`src/hdl/mhpq_ram.sv`:
```
// ----------------------------------------------------------------------------
// mhpq_ram
// Heap entry store: one write port, two read ports, registered read data.
// ----------------------------------------------------------------------------
module mhpq_ram #(
    parameter int DEPTH = 64,
    parameter int WIDTH = 48,
    parameter int AW    = $clog2(DEPTH)
) (
    input  logic             clk,
    input  logic             we,
    input  logic [AW-1:0]    waddr,
    input  logic [WIDTH-1:0] wdata,
    input  logic [AW-1:0]    raddr_a,
    output logic [WIDTH-1:0] rdata_a,
    input  logic [AW-1:0]    raddr_b,
    output logic [WIDTH-1:0] rdata_b
);

    logic [WIDTH-1:0] mem [DEPTH];

    always_ff @(posedge clk)
    begin
        if (we)
        begin
            mem[waddr] <= wdata;
        end
    end

    always_ff @(posedge clk)
    begin
        rdata_a <= mem[raddr_a];
        rdata_b <= mem[raddr_b];
    end

endmodule

```
`config.mk`:
```
export PLATFORM = sky130hd
export DESIGN_NAME = mhpq_ram
export DESIGN_NICKNAME = d
export VERILOG_FILES = /design/src/hdl/mhpq_ram.sv
export SDC_FILE = /design/constraint.sdc
export NUM_CORES = 2
export LEC_CHECK = 0
export BUFFER_PORTS_ARGS = -buffer_cell sky130_fd_sc_hd__buf_2
export CAP_MARGIN = 20
export CORE_MARGIN = 5
export CORE_UTILIZATION = 35
export CTS_BUF_LIST = sky130_fd_sc_hd__clkbuf_4
export CTS_CLUSTER_DIAMETER = 80
export DETAILED_ROUTE_END_ITERATION = 10
export PLACE_DENSITY = 0.48
export SYNTH_ARGS = -nofsm -noshare
export SYNTH_HDL_FRONTEND = slang
export SYNTH_SLANG_ARGS = --single-unit
```
`constraint.sdc`:
```
create_clock -name clk -period 13.6 [get_ports clk]
set_input_delay 1.36 -clock clk [delete_from_list [all_inputs] [get_ports clk]]
set_output_delay 1.36 -clock clk [all_outputs]
set_load 0.02 [all_outputs]
```
==> qor.txt <==
status: finished, final reports clean
later-pin clock latency in the skew report: 1.72 ns
Cells after Synth: 6738
Root Driver: clkbuf_4
#FFs+latches synth: 3168
PD cells: 134 nW/um2
Synth area leaders: edfxtp_1 (65%), mux4_2 (25%), o22ai_1 (1.5%)
dpl cells: 11900
Row Count: 233
die area: 415000 um2
First-pass DRT Iterations: 6
Tot GR Track Use: 27.8%
setup violators final: 0
Hold Fails Final Rpt: 0
sequential cell area: 94200 um2
Routed Wire Length: 592000 um
Layout Cells excl Fill: 13600
setup tns final: 0 ns
DRT antenna net count: 0
width of the die: 645 um
WP data required: 15.01 ns
area grow syn2layout: 14.4%
highest clock rate: 230 MHz
Syn Area/Cell: 20.9 um2
Worst Max-Slew Pin Slew: 1.20 ns
RD Place Congestion: 0.847
RSZ-0062 raised after global routing: no
startpoint types: primary input
CTS tree: done
hold crit path type: in2reg
skew final: 0.115 ns
pin count of the biggest net entering global routing: 96
Synth warnings: 0
final period utilization: 32.0%
CP arrival: 5.76 ns
vias: 87200
Netlist Area Pre-Place: 141000 um2
share of layout cells above drive strength 1: 43.2%
footprint of the multi-input gates: 44900 um2
port bufs: 163
total power: 0.0216 W
synth unique cells: 48
GRT Residual Overflow: 0
Synth Flop Type: edfxtp_1
cts repair resizes: 0
Initial Util: 35.1%
I/O Pins: 164
fin crit period: 4.35 ns
Die H: 645 um
DRC: 0
Slew Limit Headroom: 20.1%
worst-path maximum fanout: 50
Max-Cap Viols: 0
post-synth top area cell: edfxtp_1
Num CTS Buffers: 844
Vias/cell: 6.39
CTS clock-pin slew for the worst setup and hold paths: 0.07 ns
postcts setup bufs: 0
synthesized net count: 6806
CORE AREA: 402000 um2
area fraction of the dominant cell type after synthesis: 65.5%
CTS Hold Buffers Added: 0
Final Max Slew Viols: 0
register area share after synthesis: 66.8%
peak supply drop: 0.0000805 V
drt first-iter violations: 12900
H-Tree Depth: 6
initial antenna violation count: 89
# nets final: 7605
crit path capture type: flip-flop
Lkg Pwr: 50.5 nW
CTS Buffer Depth: 4
first-pass GRT wire length: 785000 um
post-route setup slack: 9.25 ns
vias in the first global route: 88000
DP Wirelength: 346000 um
Async SR Flop Fraction: 0%
clock net sink count: 3168
Filler cells: 36100
WS Path Type: in2reg
DR WL/cell: 43.4 um
Post-synth EDFFs: 3072
pre-CTS setup slack: 7.66 ns
==> stage by stage <==
step / area, um2 / utilization [%] / hold slack (ns)
after detailed placement: 149000 / 37.1 / 0.877
after CTS: 160000 / 39.8 / 0.0754
after floorplan: 141000 / - / 0.785
after global routing: 161000 / 40.1 / 0.0132
after global placement: 149000 / 37.0 / 0.860
final: 161000 / 40.1 / 0.0649
==> layer usage <==
layer | vias up | global-route usage (%) | part of all wire, %
met3 | 1204 | 6.26 | 10
li1 | 32300 | - | -
met4 | 40 | 13.8 | 5.4
met1 | 47800 | 38.0 | 39
met2 | 5781 | 42.1 | 45
met5 | - | 0 | 0.048
==> flip-flops by register name, indices dropped and copies added (netlist names) <==
signal,flops
mem,3072
rdata_a,48
rdata_b,48
==> synthesized netlist by cell type (26+ instances only) <==
cell type,count
edfxtp_1,3072
mux4_2,1535
o22ai_1,336
clkbuf_1,254
buf_2,156
nor2_1,140
nand2_1,113
dfxtp_1,96
a22oi_1,95
a22o_1,88
buf_4,78
o221ai_1,73
a21oi_1,71
a221oi_1,63
nor3_1,58
mux2i_1,56
buf_1,55
nor2b_1,45
o21ai_0,44
nor4_1,38
a31oi_1,31
a211oi_1,29
o22a_1,29
nand3_1,26
==> worst max-delay path, cell delays in order <==
cell and delay (ns):
buf_8 0.38, buf_4 0.57, buf_4 0.74, nor2b_4 0.61, buf_4 0.63, a221oi_1 0.32
a221oi_1 0.86
==> path summary, 6_finish.rpt <==
path               startpoint           to  slack, ns  cells past startpoint
hold / removal      wdata[15]  mem[36][15]       0.06                      1
setup reg to reg  mem[24][39]  rdata_a[39]      11.29                      4
hold reg to reg    mem[38][9]   rdata_b[9]       0.88                      4
setup / recovery   raddr_a[2]  rdata_a[25]       9.25                      7
==> kinds of logic after synthesis <==
family | synth area share (%)
flip-flops | 66.8
multiplexers | 25.0
AO/OA/AOI/OAI | 4.62
buffers and inverters | 1.86
AND/OR/NAND/NOR | 1.67
==> power by group <==
part | switching (W) | internal, W
Combinational | 0.00118 | 0.000665
Clock | 0.00423 | 0.00455
Sequential | 0.000128 | 0.0108
==> cells in the final DEF (no fill, tap or decap), types with 14 or more instances in the layout <==
cell type         n
a31oi_1          31
edfxtp_1       3072
a21oi_1          71
buf_12           44
nor4_1           35
a22o_1           88
mux2i_1          56
nor3_1           56
nand2_1         103
diode_2         123
nor2b_1          37
clkinv_4         14
inv_6            16
clkinv_2         18
o221ai_1         73
nor2_1           71
a22oi_1          95
nand3_1          26
mux4_2         1535
buf_4           284
o21ai_0          44
buf_2           154
clkbuf_4       1313
o22a_1           29
a311oi_1         17
nor2_4           66
a221oi_1         63
a211oi_1         29
clkinv_1        149
dfxtp_1          96
dlygate4sd3_1    15
o22ai_1         336
==> layout make-up <==
| class | count | area share (%) |
|---|---|---|
| Sequential cell | 3168 | 58.4 |
| Multi-Input combinational cell | 3017 | 27.8 |
| Clock buffer | 1313 | 6.11 |
| Tap cell | 5287 | 4.10 |
| Timing Repair Buffer | 505 | 2.55 |
| Clock inverter | 225 | 0.802 |
| Antenna cell | 123 | 0.191 |
| Inverter | 1 | 0.00310 |
(Power assumes the default switching activity.)
